==> src/sv/kwl_pkg.sv <==
// ----------------------------------------------------------------------------
// kwl_pkg
// Types, character codes and keyword table of the keyword token lexer.
// ----------------------------------------------------------------------------
`default_nettype none

package kwl_pkg;

  localparam int POS_BITS = 16;
  localparam int LEN_BITS = 8;
  localparam int KW_BYTES = 5;
  localparam int KW_COUNT = 8;

  typedef enum logic [1:0] {
    MODE_IDLE  = 2'd0,
    MODE_NUM   = 2'd1,
    MODE_IDENT = 2'd2,
    MODE_EQ    = 2'd3
  } mode_e;

  typedef enum logic [4:0] {
    KIND_EOF     = 5'd0,
    KIND_PLUS    = 5'd1,
    KIND_MINUS   = 5'd2,
    KIND_STAR    = 5'd3,
    KIND_SLASH   = 5'd4,
    KIND_EQUAL   = 5'd5,
    KIND_EQEQ    = 5'd6,
    KIND_LESS    = 5'd7,
    KIND_LPAREN  = 5'd8,
    KIND_RPAREN  = 5'd9,
    KIND_LBRACE  = 5'd10,
    KIND_RBRACE  = 5'd11,
    KIND_NUMBER  = 5'd12,
    KIND_IDENT   = 5'd13,
    KIND_LET     = 5'd14,
    KIND_PRINT   = 5'd15,
    KIND_IF      = 5'd16,
    KIND_ELSE    = 5'd17,
    KIND_WHILE   = 5'd18,
    KIND_TRUE    = 5'd19,
    KIND_FALSE   = 5'd20,
    KIND_INPUT   = 5'd21
  } kind_e;

  localparam logic [7:0] CH_PLUS   = 8'h2B;
  localparam logic [7:0] CH_MINUS  = 8'h2D;
  localparam logic [7:0] CH_STAR   = 8'h2A;
  localparam logic [7:0] CH_SLASH  = 8'h2F;
  localparam logic [7:0] CH_LESS   = 8'h3C;
  localparam logic [7:0] CH_LPAREN = 8'h28;
  localparam logic [7:0] CH_RPAREN = 8'h29;
  localparam logic [7:0] CH_LBRACE = 8'h7B;
  localparam logic [7:0] CH_RBRACE = 8'h7D;
  localparam logic [7:0] CH_EQ     = 8'h3D;

  typedef logic [KW_BYTES-1:0][7:0] prefix_t;

  // First byte of each keyword sits in the low byte.
  localparam prefix_t KW_TEXT [KW_COUNT] = '{
    40'h000074656C,   // let
    40'h746E697270,   // print
    40'h0000006669,   // if
    40'h0065736C65,   // else
    40'h656C696877,   // while
    40'h0065757274,   // true
    40'h65736C6166,   // false
    40'h7475706E69    // input
  };
  localparam logic [2:0] KW_LEN [KW_COUNT] = '{
    3'd3, 3'd5, 3'd2, 3'd4, 3'd5, 3'd4, 3'd5, 3'd5
  };

  typedef struct packed {
    logic [7:0] char_code;
    logic       end_of_source;
  } in_t;

  typedef struct packed {
    kind_e               token_kind;
    logic [POS_BITS-1:0] start_pos;
    logic [LEN_BITS-1:0] token_len;
    logic                len_saturated;
    logic                last_of_run;
  } out_t;

  // Up to two tokens per item, in order: a then b.
  typedef struct packed {
    logic a_vld;
    out_t a;
    logic b_vld;
    out_t b;
  } kwl_push_t;

  function automatic kind_e op_kind(input logic [7:0] c);
    kind_e k;
    case (c)
      CH_PLUS:   k = KIND_PLUS;
      CH_MINUS:  k = KIND_MINUS;
      CH_STAR:   k = KIND_STAR;
      CH_SLASH:  k = KIND_SLASH;
      CH_LESS:   k = KIND_LESS;
      CH_LPAREN: k = KIND_LPAREN;
      CH_RPAREN: k = KIND_RPAREN;
      CH_LBRACE: k = KIND_LBRACE;
      CH_RBRACE: k = KIND_RBRACE;
      default:   k = KIND_EOF;
    endcase
    return k;
  endfunction

  function automatic kind_e ident_kind(input prefix_t pfx, input logic [LEN_BITS-1:0] len,
                                       input logic ovf);
    kind_e k;
    k = KIND_IDENT;
    if (!ovf && len <= LEN_BITS'(KW_BYTES)) begin
      for (int i = 0; i < KW_COUNT; i++) begin
        if (len == LEN_BITS'(KW_LEN[i]) && pfx == KW_TEXT[i]) begin
          k = kind_e'(5'(KIND_LET) + 5'(i));
        end
      end
    end
    return k;
  endfunction

endpackage

`default_nettype wire

==> src/sv/kwl_scan.sv <==
// ----------------------------------------------------------------------------
// kwl_scan
// Input register, state and tokens; one byte per cycle while room_i is set.
// ----------------------------------------------------------------------------
`default_nettype none

module kwl_scan import kwl_pkg::*; (
  input  logic      clk_i,
  input  logic      rst_ni,
  input  logic      in_valid_i,
  output logic      in_ready_o,
  input  in_t       in_i,
  input  logic      room_i,
  output kwl_push_t push_o
);

  localparam logic [POS_BITS-1:0] POS_MAX = '1;
  localparam logic [LEN_BITS-1:0] LEN_MAX = '1;

  logic                in_vld_q;
  in_t                 in_q;
  mode_e               mode_q, mode_d;
  logic [POS_BITS-1:0] pos_q, pos_d;
  logic [POS_BITS-1:0] pstart_q, pstart_d;
  logic [LEN_BITS-1:0] plen_q, plen_d;
  logic                ovf_q, ovf_d;
  prefix_t             prefix_q, prefix_d;

  logic       proc;
  logic [7:0] c;
  logic       is_dig, is_alp, restart, grow;
  kind_e      op;
  out_t       tok_a, tok_b;
  logic       a_vld, b_vld;

  assign proc       = in_vld_q && room_i;
  assign in_ready_o = !in_vld_q || proc;

  always_ff @(posedge clk_i or negedge rst_ni) begin
    if (!rst_ni) begin
      in_vld_q <= 1'b0;
    end else if (in_ready_o) begin
      in_vld_q <= in_valid_i;
    end
  end

  always_ff @(posedge clk_i) begin
    if (in_valid_i && in_ready_o) begin
      in_q <= in_i;
    end
  end

  always_ff @(posedge clk_i or negedge rst_ni) begin
    if (!rst_ni) begin
      mode_q   <= MODE_IDLE;
      pos_q    <= '0;
      pstart_q <= '0;
      plen_q   <= '0;
      ovf_q    <= 1'b0;
      prefix_q <= '0;
    end else if (proc) begin
      mode_q   <= mode_d;
      pos_q    <= pos_d;
      pstart_q <= pstart_d;
      plen_q   <= plen_d;
      ovf_q    <= ovf_d;
      prefix_q <= prefix_d;
    end
  end

  assign c      = in_q.char_code;
  assign is_dig = (c >= 8'h30) && (c <= 8'h39);
  assign is_alp = ((c >= 8'h41) && (c <= 8'h5A)) || ((c >= 8'h61) && (c <= 8'h7A));
  assign op     = op_kind(c);

  always_comb begin
    mode_d   = mode_q;
    pos_d    = pos_q;
    pstart_d = pstart_q;
    plen_d   = plen_q;
    ovf_d    = ovf_q;
    prefix_d = prefix_q;
    restart  = 1'b0;
    grow     = 1'b0;
    a_vld    = 1'b0;
    b_vld    = 1'b0;

    // Pending token as it would be flushed now.
    tok_a.start_pos   = pstart_q;
    tok_a.last_of_run = 1'b0;
    case (mode_q)
      MODE_NUM: begin
        tok_a.token_kind    = KIND_NUMBER;
        tok_a.token_len     = plen_q;
        tok_a.len_saturated = ovf_q;
      end
      MODE_IDENT: begin
        tok_a.token_kind    = ident_kind(prefix_q, plen_q, ovf_q);
        tok_a.token_len     = plen_q;
        tok_a.len_saturated = ovf_q;
      end
      default: begin
        tok_a.token_kind    = KIND_EQUAL;
        tok_a.token_len     = LEN_BITS'(1);
        tok_a.len_saturated = 1'b0;
      end
    endcase

    tok_b.token_kind    = op;
    tok_b.start_pos     = pos_q;
    tok_b.token_len     = LEN_BITS'(1);
    tok_b.len_saturated = 1'b0;
    tok_b.last_of_run   = 1'b0;

    if (in_q.end_of_source) begin
      a_vld             = (mode_q != MODE_IDLE);
      b_vld             = 1'b1;
      tok_b.token_kind  = KIND_EOF;
      tok_b.token_len   = '0;
      mode_d            = MODE_IDLE;
      pos_d             = '0;
      pstart_d          = '0;
      plen_d            = '0;
      ovf_d             = 1'b0;
      prefix_d          = '0;
    end else begin
      case (mode_q)
        MODE_NUM: begin
          if (is_dig) begin
            grow = 1'b1;
          end else begin
            restart = 1'b1;
          end
        end
        MODE_IDENT: begin
          if (is_dig || is_alp) begin
            if (!ovf_q && plen_q < LEN_BITS'(KW_BYTES)) begin
              prefix_d[plen_q[2:0]] = c;
            end
            grow = 1'b1;
          end else begin
            restart = 1'b1;
          end
        end
        MODE_EQ: begin
          if (c == CH_EQ) begin
            b_vld            = 1'b1;
            tok_b.token_kind = KIND_EQEQ;
            tok_b.start_pos  = pstart_q;
            tok_b.token_len  = LEN_BITS'(2);
            mode_d           = MODE_IDLE;
            plen_d           = '0;
          end else begin
            restart = 1'b1;
          end
        end
        default: begin
          restart = 1'b1;
        end
      endcase

      if (grow) begin
        if (plen_q == LEN_MAX) begin
          ovf_d = 1'b1;
        end else begin
          plen_d = plen_q + LEN_BITS'(1);
        end
      end

      // Drop the pending token into slot a, then treat the byte from idle.
      if (restart) begin
        a_vld    = (mode_q != MODE_IDLE);
        mode_d   = MODE_IDLE;
        plen_d   = '0;
        ovf_d    = 1'b0;
        prefix_d = '0;
        if (op != KIND_EOF) begin
          b_vld = 1'b1;
        end else if (c == CH_EQ) begin
          mode_d   = MODE_EQ;
          pstart_d = pos_q;
          plen_d   = LEN_BITS'(1);
        end else if (is_dig) begin
          mode_d   = MODE_NUM;
          pstart_d = pos_q;
          plen_d   = LEN_BITS'(1);
        end else if (is_alp) begin
          mode_d      = MODE_IDENT;
          pstart_d    = pos_q;
          plen_d      = LEN_BITS'(1);
          prefix_d[0] = c;
        end
      end

      if (pos_q != POS_MAX) begin
        pos_d = pos_q + POS_BITS'(1);
      end
    end

    if (b_vld) begin
      tok_b.last_of_run = 1'b1;
    end else begin
      tok_a.last_of_run = 1'b1;
    end

    push_o.a_vld = a_vld && proc;
    push_o.a     = tok_a;
    push_o.b_vld = b_vld && proc;
    push_o.b     = tok_b;
  end

endmodule

`default_nettype wire

==> src/sv/kwl_out_fifo.sv <==
// ----------------------------------------------------------------------------
// kwl_out_fifo
// Four-entry result queue taking up to two tokens a cycle, giving one on ready.
// ----------------------------------------------------------------------------
`default_nettype none

module kwl_out_fifo import kwl_pkg::*; (
  input  logic      clk_i,
  input  logic      rst_ni,
  input  kwl_push_t push_i,
  output logic      room_o,
  output logic      out_valid_o,
  input  logic      out_ready_i,
  output out_t      out_o
);

  localparam int DEPTH = 4;
  localparam int PTR_W = $clog2(DEPTH);
  localparam int CNT_W = $clog2(DEPTH + 1);

  out_t             mem_q [DEPTH];
  logic [PTR_W-1:0] wr_q, rd_q;
  logic [CNT_W-1:0] cnt_q;
  logic             pop;
  logic [1:0]       npush;
  out_t             first;

  assign room_o      = cnt_q <= CNT_W'(DEPTH - 2);
  assign out_valid_o = cnt_q != '0;
  assign out_o       = mem_q[rd_q];
  assign pop         = out_valid_o && out_ready_i;
  assign npush       = {1'b0, push_i.a_vld} + {1'b0, push_i.b_vld};
  assign first       = push_i.a_vld ? push_i.a : push_i.b;

  always_ff @(posedge clk_i) begin
    if (npush != 2'd0) begin
      mem_q[wr_q] <= first;
    end
    if (npush == 2'd2) begin
      mem_q[wr_q + PTR_W'(1)] <= push_i.b;
    end
  end

  always_ff @(posedge clk_i or negedge rst_ni) begin
    if (!rst_ni) begin
      wr_q  <= '0;
      rd_q  <= '0;
      cnt_q <= '0;
    end else begin
      wr_q  <= wr_q + PTR_W'(npush);
      if (pop) begin
        rd_q <= rd_q + PTR_W'(1);
      end
      cnt_q <= cnt_q + CNT_W'(npush) - CNT_W'(pop);
    end
  end

endmodule

`default_nettype wire

==> src/sv/keyword_token_lexer_top.sv <==
// ----------------------------------------------------------------------------
// keyword_token_lexer_top
// Byte-serial lexer that turns source bytes into kind/position/length tokens.
// ----------------------------------------------------------------------------
// Feed one source byte per item, then an item with end_of_source set to close
// the source. Each item is taken into an input register, scanned against the
// lexer state, and the zero, one or two tokens it causes are pushed into a
// four-entry result queue; the final token of each item carries last_of_run.
// The input side takes one item per cycle while the queue has room for two
// tokens; the output delivers one token per cycle while out_ready_i is high,
// so an item that closes a pending token and also emits its own takes two
// output slots. The first token an item causes passes from the input register
// into the queue once the queue has room, and is then shown at its output.
// The end item flushes any pending token, emits EOF and resets position
// and state, so the next byte starts a fresh source at offset zero.
// ----------------------------------------------------------------------------
`default_nettype none

module keyword_token_lexer_top import kwl_pkg::*; (
  input  logic clk_i,
  input  logic rst_ni,
  input  logic in_valid_i,
  output logic in_ready_o,
  input  in_t  in_i,
  output logic out_valid_o,
  input  logic out_ready_i,
  output out_t out_o
);

  kwl_push_t push;
  logic      room;

  // Scanner: input register, mode/position state, token formation.
  kwl_scan u_scan (
    .clk_i      (clk_i),
    .rst_ni     (rst_ni),
    .in_valid_i (in_valid_i),
    .in_ready_o (in_ready_o),
    .in_i       (in_i),
    .room_i     (room),
    .push_o     (push)
  );

  // Result queue: hold tokens until the consumer takes them.
  kwl_out_fifo u_out_fifo (
    .clk_i       (clk_i),
    .rst_ni      (rst_ni),
    .push_i      (push),
    .room_o      (room),
    .out_valid_o (out_valid_o),
    .out_ready_i (out_ready_i),
    .out_o       (out_o)
  );

endmodule

`default_nettype wire

==> config.mk <==
export PLATFORM = sky130hd
export DESIGN_NAME = keyword_token_lexer_top
export DESIGN_NICKNAME = d
export VERILOG_FILES = /design/src/sv/kwl_pkg.sv /design/src/sv/kwl_scan.sv /design/src/sv/kwl_out_fifo.sv /design/src/sv/keyword_token_lexer_top.sv
export SDC_FILE = /design/constraint.sdc
export NUM_CORES = 1
export LEC_CHECK = 0
export BUFFER_PORTS_ARGS = -buffer_cell sky130_fd_sc_hd__buf_2
export CORE_MARGIN = 3
export CORE_UTILIZATION = 50
export DETAILED_ROUTE_END_ITERATION = 7
export PLACE_DENSITY = 0.67
export SYNTH_ARGS = -nofsm -noshare
export SYNTH_HDL_FRONTEND = slang
export SYNTH_SLANG_ARGS = --single-unit
==> constraint.sdc <==
create_clock -name clk_i -period 6.7 [get_ports clk_i]
set_clock_uncertainty 0.05 [all_clocks]
set_input_delay 1.005 -clock clk_i [delete_from_list [all_inputs] [get_ports clk_i]]
set_output_delay 1.005 -clock clk_i [all_outputs]
set_load 0.01 [all_outputs]
==> flow_summary.ini <==
[cts]
cts_root_buffer = clkbuf_16
ctsLongestPathBuffers = 3
post-cts-setup-buffers = 0
cts_hold_repair.buffers = 0
tritoncts_num_sinks = 224
clk_pin_slew_worst_paths_ns = 0.06
tritoncts.num_buffers = 25
post_cts_resized = 0
clock_tree_from_tritoncts = done
htreeDepth = 1
clock_insertion_delay_worst_skew_ns = 0.53

[pwr]
netSwitchingPower_mw = 1.57
flop_pwr_share_pct = 39.6
p_comb_share_pct = 28.7
power_report.internal_total_mw = 2.96
finalPower_mw = 4.53
vdd_ir_drop_max_v = 0.000251
netSwitchingFraction_pct = 34.7
p_per_area_mw_per_mm2 = 351
clkPwrFrac_pct = 31.6
leakagePower_nw = 4.81

[finish]
layout_commonest_cell = edfxtp_1
most-common-layout-cells = 101 x edfxtp_1, 92 x a32o_1, 90 x nand2_1, 90 x dfrtp_1, 57 x nor2_1
num_antenna_cells = 0
drive_above_1_share_pct = 17.0
flow.area_growth_from_synthesis_pct = 10.3
final_net_count = 1083

[run_status]
outcome = completed

[critical_path]
path_buf_inv = 3
criticalPathCategory = reg -> reg
cp-startpoint = u_scan.c[6]
critical-path-top-delay-family = simple AND/OR/NAND/NOR gates
regToRegStartpoint = u_scan.c[6]
critical_path.endpoint_type = flip-flop
slowest_delay_ns = 0.72
slowest_library_cell_on_the_worst_path = inv_1
reg2reg_to = u_out_fifo.mem_q[3][11]
r2r_setup_slack_ns = 1.81
timing.critical_path.required_ns = 6.74
crit_path_arrival_time_ns = 4.93
worst-path-max-fanout = 23
worstPathCellList = nor3b_2, a31oi_1, nor4b_1, or4_1, inv_2, ha_1, inv_1, nor2_1, and2_1, nor2_1, inv_1
rr_worst_depth = 11
worst_setup_path_start_kind = flip-flop

[placed_design]
buffer_ports.inserted = 45
pre_cts_ws_ns = 1.83
hpwl_um = 20000
globalplace.congestion = 0.905

[global_routing]
globalRouteOverflowTotal = 0
grt_pass1_wl_um = 48200
via_count_of_the_first_global_routing_pass = 8370
maximum_number_of_pins_on_one_net_before_global_route_repair = 73
grt_antenna_before_repair = 0
global_route.usage.total_pct = 23.4

[sta]
setup_slack_ns = 1.81
final_period_minus_worst_setup_slack_ns = 4.89
finalCritPeriodShare_pct = 73.0
rel_slew_slack_pct = 24.2
setup-tns-final_ns = 0
worst_pin_slew_ns = 1.14
slew_violations = 0
grt_setup_unrepaired = no
finalSetupViolCount = 0
timing.fmax_ghz = 0.204
final_hold_viol_count = 0

[synth]
synth-edff-count = 101
synthesis.instances = 1051
synth_sequential_area_ratio_pct = 50.8
synthFlopType = edfxtp_1
async_reset_ff_share_pct = 40.6
postSynthRegisterBits = 224
mappedNetlistArea_sq_mm = 0.0117
avgSynthCellArea_sq_um = 11.1
distinct_cell_type_count_of_the_synthesized_netlist = 78
ys_warn_count = 0
synth_nets = 1080

[drt]
route.vias.total = 8770
drt_pass1_iterations = 5
detail_route.wl_per_cell_um = 21.6
antenna_violating_nets_post_route = 0
drcViolationCount = 0
drt-initial-drc-count = 828
route.final.wire_length_um = 30000
avgViaCountPerCell = 6.33

[worst_hold_path]
worst_hold_path_type = in -> async

[floorplanning]
initial_core_util_pct = 51.2
row_count = 55
core_area_sq_mm = 0.0228
fp.dieArea_sq_mm = 0.0253
die_width_um = 159
chipHeight_um = 159
floorplan.io_pins = 46

[flow_run]
max_cap_viol_count = 0
[area by class of cell]
type                       instances  area [sq um]
tap                              313           392
fill                            1970          9930
sequential                       224          5950
multi-input combinational        703          5240
timing repair buffer              53           288
clock buffer                      29           693
clock inverter                    17           176
inverter                          47           176
[through the flow]
step	cell area [sq um]	std cells	hold WS, ns	util [%]
floorplan	11700	1051	0.370	-
global placement	12000	1340	0.384	52.7
detailed placement	12000	1340	0.401	52.7
CTS	12900	1386	0.354	56.5
global route	12900	1386	0.373	56.5
finish	12900	1386	0.363	56.5
[cell families (layout without fill, tap and decap cells)]
| kind of cell | after synthesis | after routing | share of synthesized area, % |
|---|---|---|---|
| and+or+nand+nor | 374 | 374 | 17.3 |
| adders and majority gates | 16 | 16 | 1.77 |
| AOI/OAI and AO/OA | 242 | 242 | 16.1 |
| muxes | 54 | 54 | 8.12 |
| DFF | 224 | 224 | 50.8 |
| xor gates and xnor gates | 17 | 17 | 1.27 |
| buffers and inverters | 124 | 146 | 4.64 |
[synth_stat cells, types with 6 or more instances]
cell	count	area [sq um]
o21ai_0	48	240
xnor2_1	10	87.6
buf_2	9	45.0
nor2_1	57	214
nand3_1	55	275
ha_1	15	188
o31ai_1	7	52.6
nor4b_1	9	78.8
buf_1	6	22.5
nor4_1	14	87.6
nand2b_1	10	62.6
nand4_1	13	81.3
and3_1	8	50.1
nor3_1	25	125
nand2_1	91	342
and2_1	13	81.3
nor2b_1	21	131
mux2_2	18	203
or2_2	7	43.8
a32o_1	92	921
a21oi_1	29	145
nor4bb_1	6	60.1
o22ai_1	13	81.3
xor2_1	7	61.3
inv_1	46	173
mux4_2	31	698
clkbuf_1	54	203
dfrtp_1	91	2280
edfxtp_1	101	3030
dfxtp_1	32	641
[sequential cells by signal, summed over array words and instances (netlist names), 3 cells and up]
signal            cells
u_scan.pstart_q      16
u_scan.c              8
u_scan.pos_q         16
u_scan.prefix_q      40
u_scan.plen_q         8
u_out_fifo.mem_q    124
u_out_fifo.cnt_q      3
[worst max-delay path by stage]
stage / to / slack [ns] / cells past startpoint
3_5_place_dp: u_out_fifo.mem_q[3][15] / 1.83 / 11
2_1_floorplan: u_out_fifo.mem_q[1][0] / 2.87 / 13
4_1_cts: u_out_fifo.mem_q[3][15] / 1.81 / 11
5_1_grt: u_out_fifo.mem_q[3][14] / 1.40 / 13
3_3_place_gp: u_out_fifo.mem_q[3][15] / 1.97 / 11
6_report: u_out_fifo.mem_q[3][11] / 1.81 / 11
[routing by layer]
metal / vias to the layer above / global-route usage, % / wire (um)
li1: 4057 / - / -
met3: 36 / 3.07 / 2130
met5: - / 0 / 0
met2: 342 / 36.8 / 13900
met1: 4335 / 35.2 / 13500
met4: 0 / 4.81 / 402
[power by group through the flow]
| stage | Combinational [mW] | Sequential, mW | Clock [mW] |
|---|---|---|---|
| floorplan | 1.02 | 1.71 | 0 |
| global placement | 1.29 | 1.81 | 0 |
| detailed placement | 1.30 | 1.82 | 0 |
| CTS | 1.31 | 1.79 | 1.45 |
| global route | 1.42 | 1.82 | 1.51 |
| finish | 1.30 | 1.80 | 1.43 |
Power figures use the tool's default switching activity.
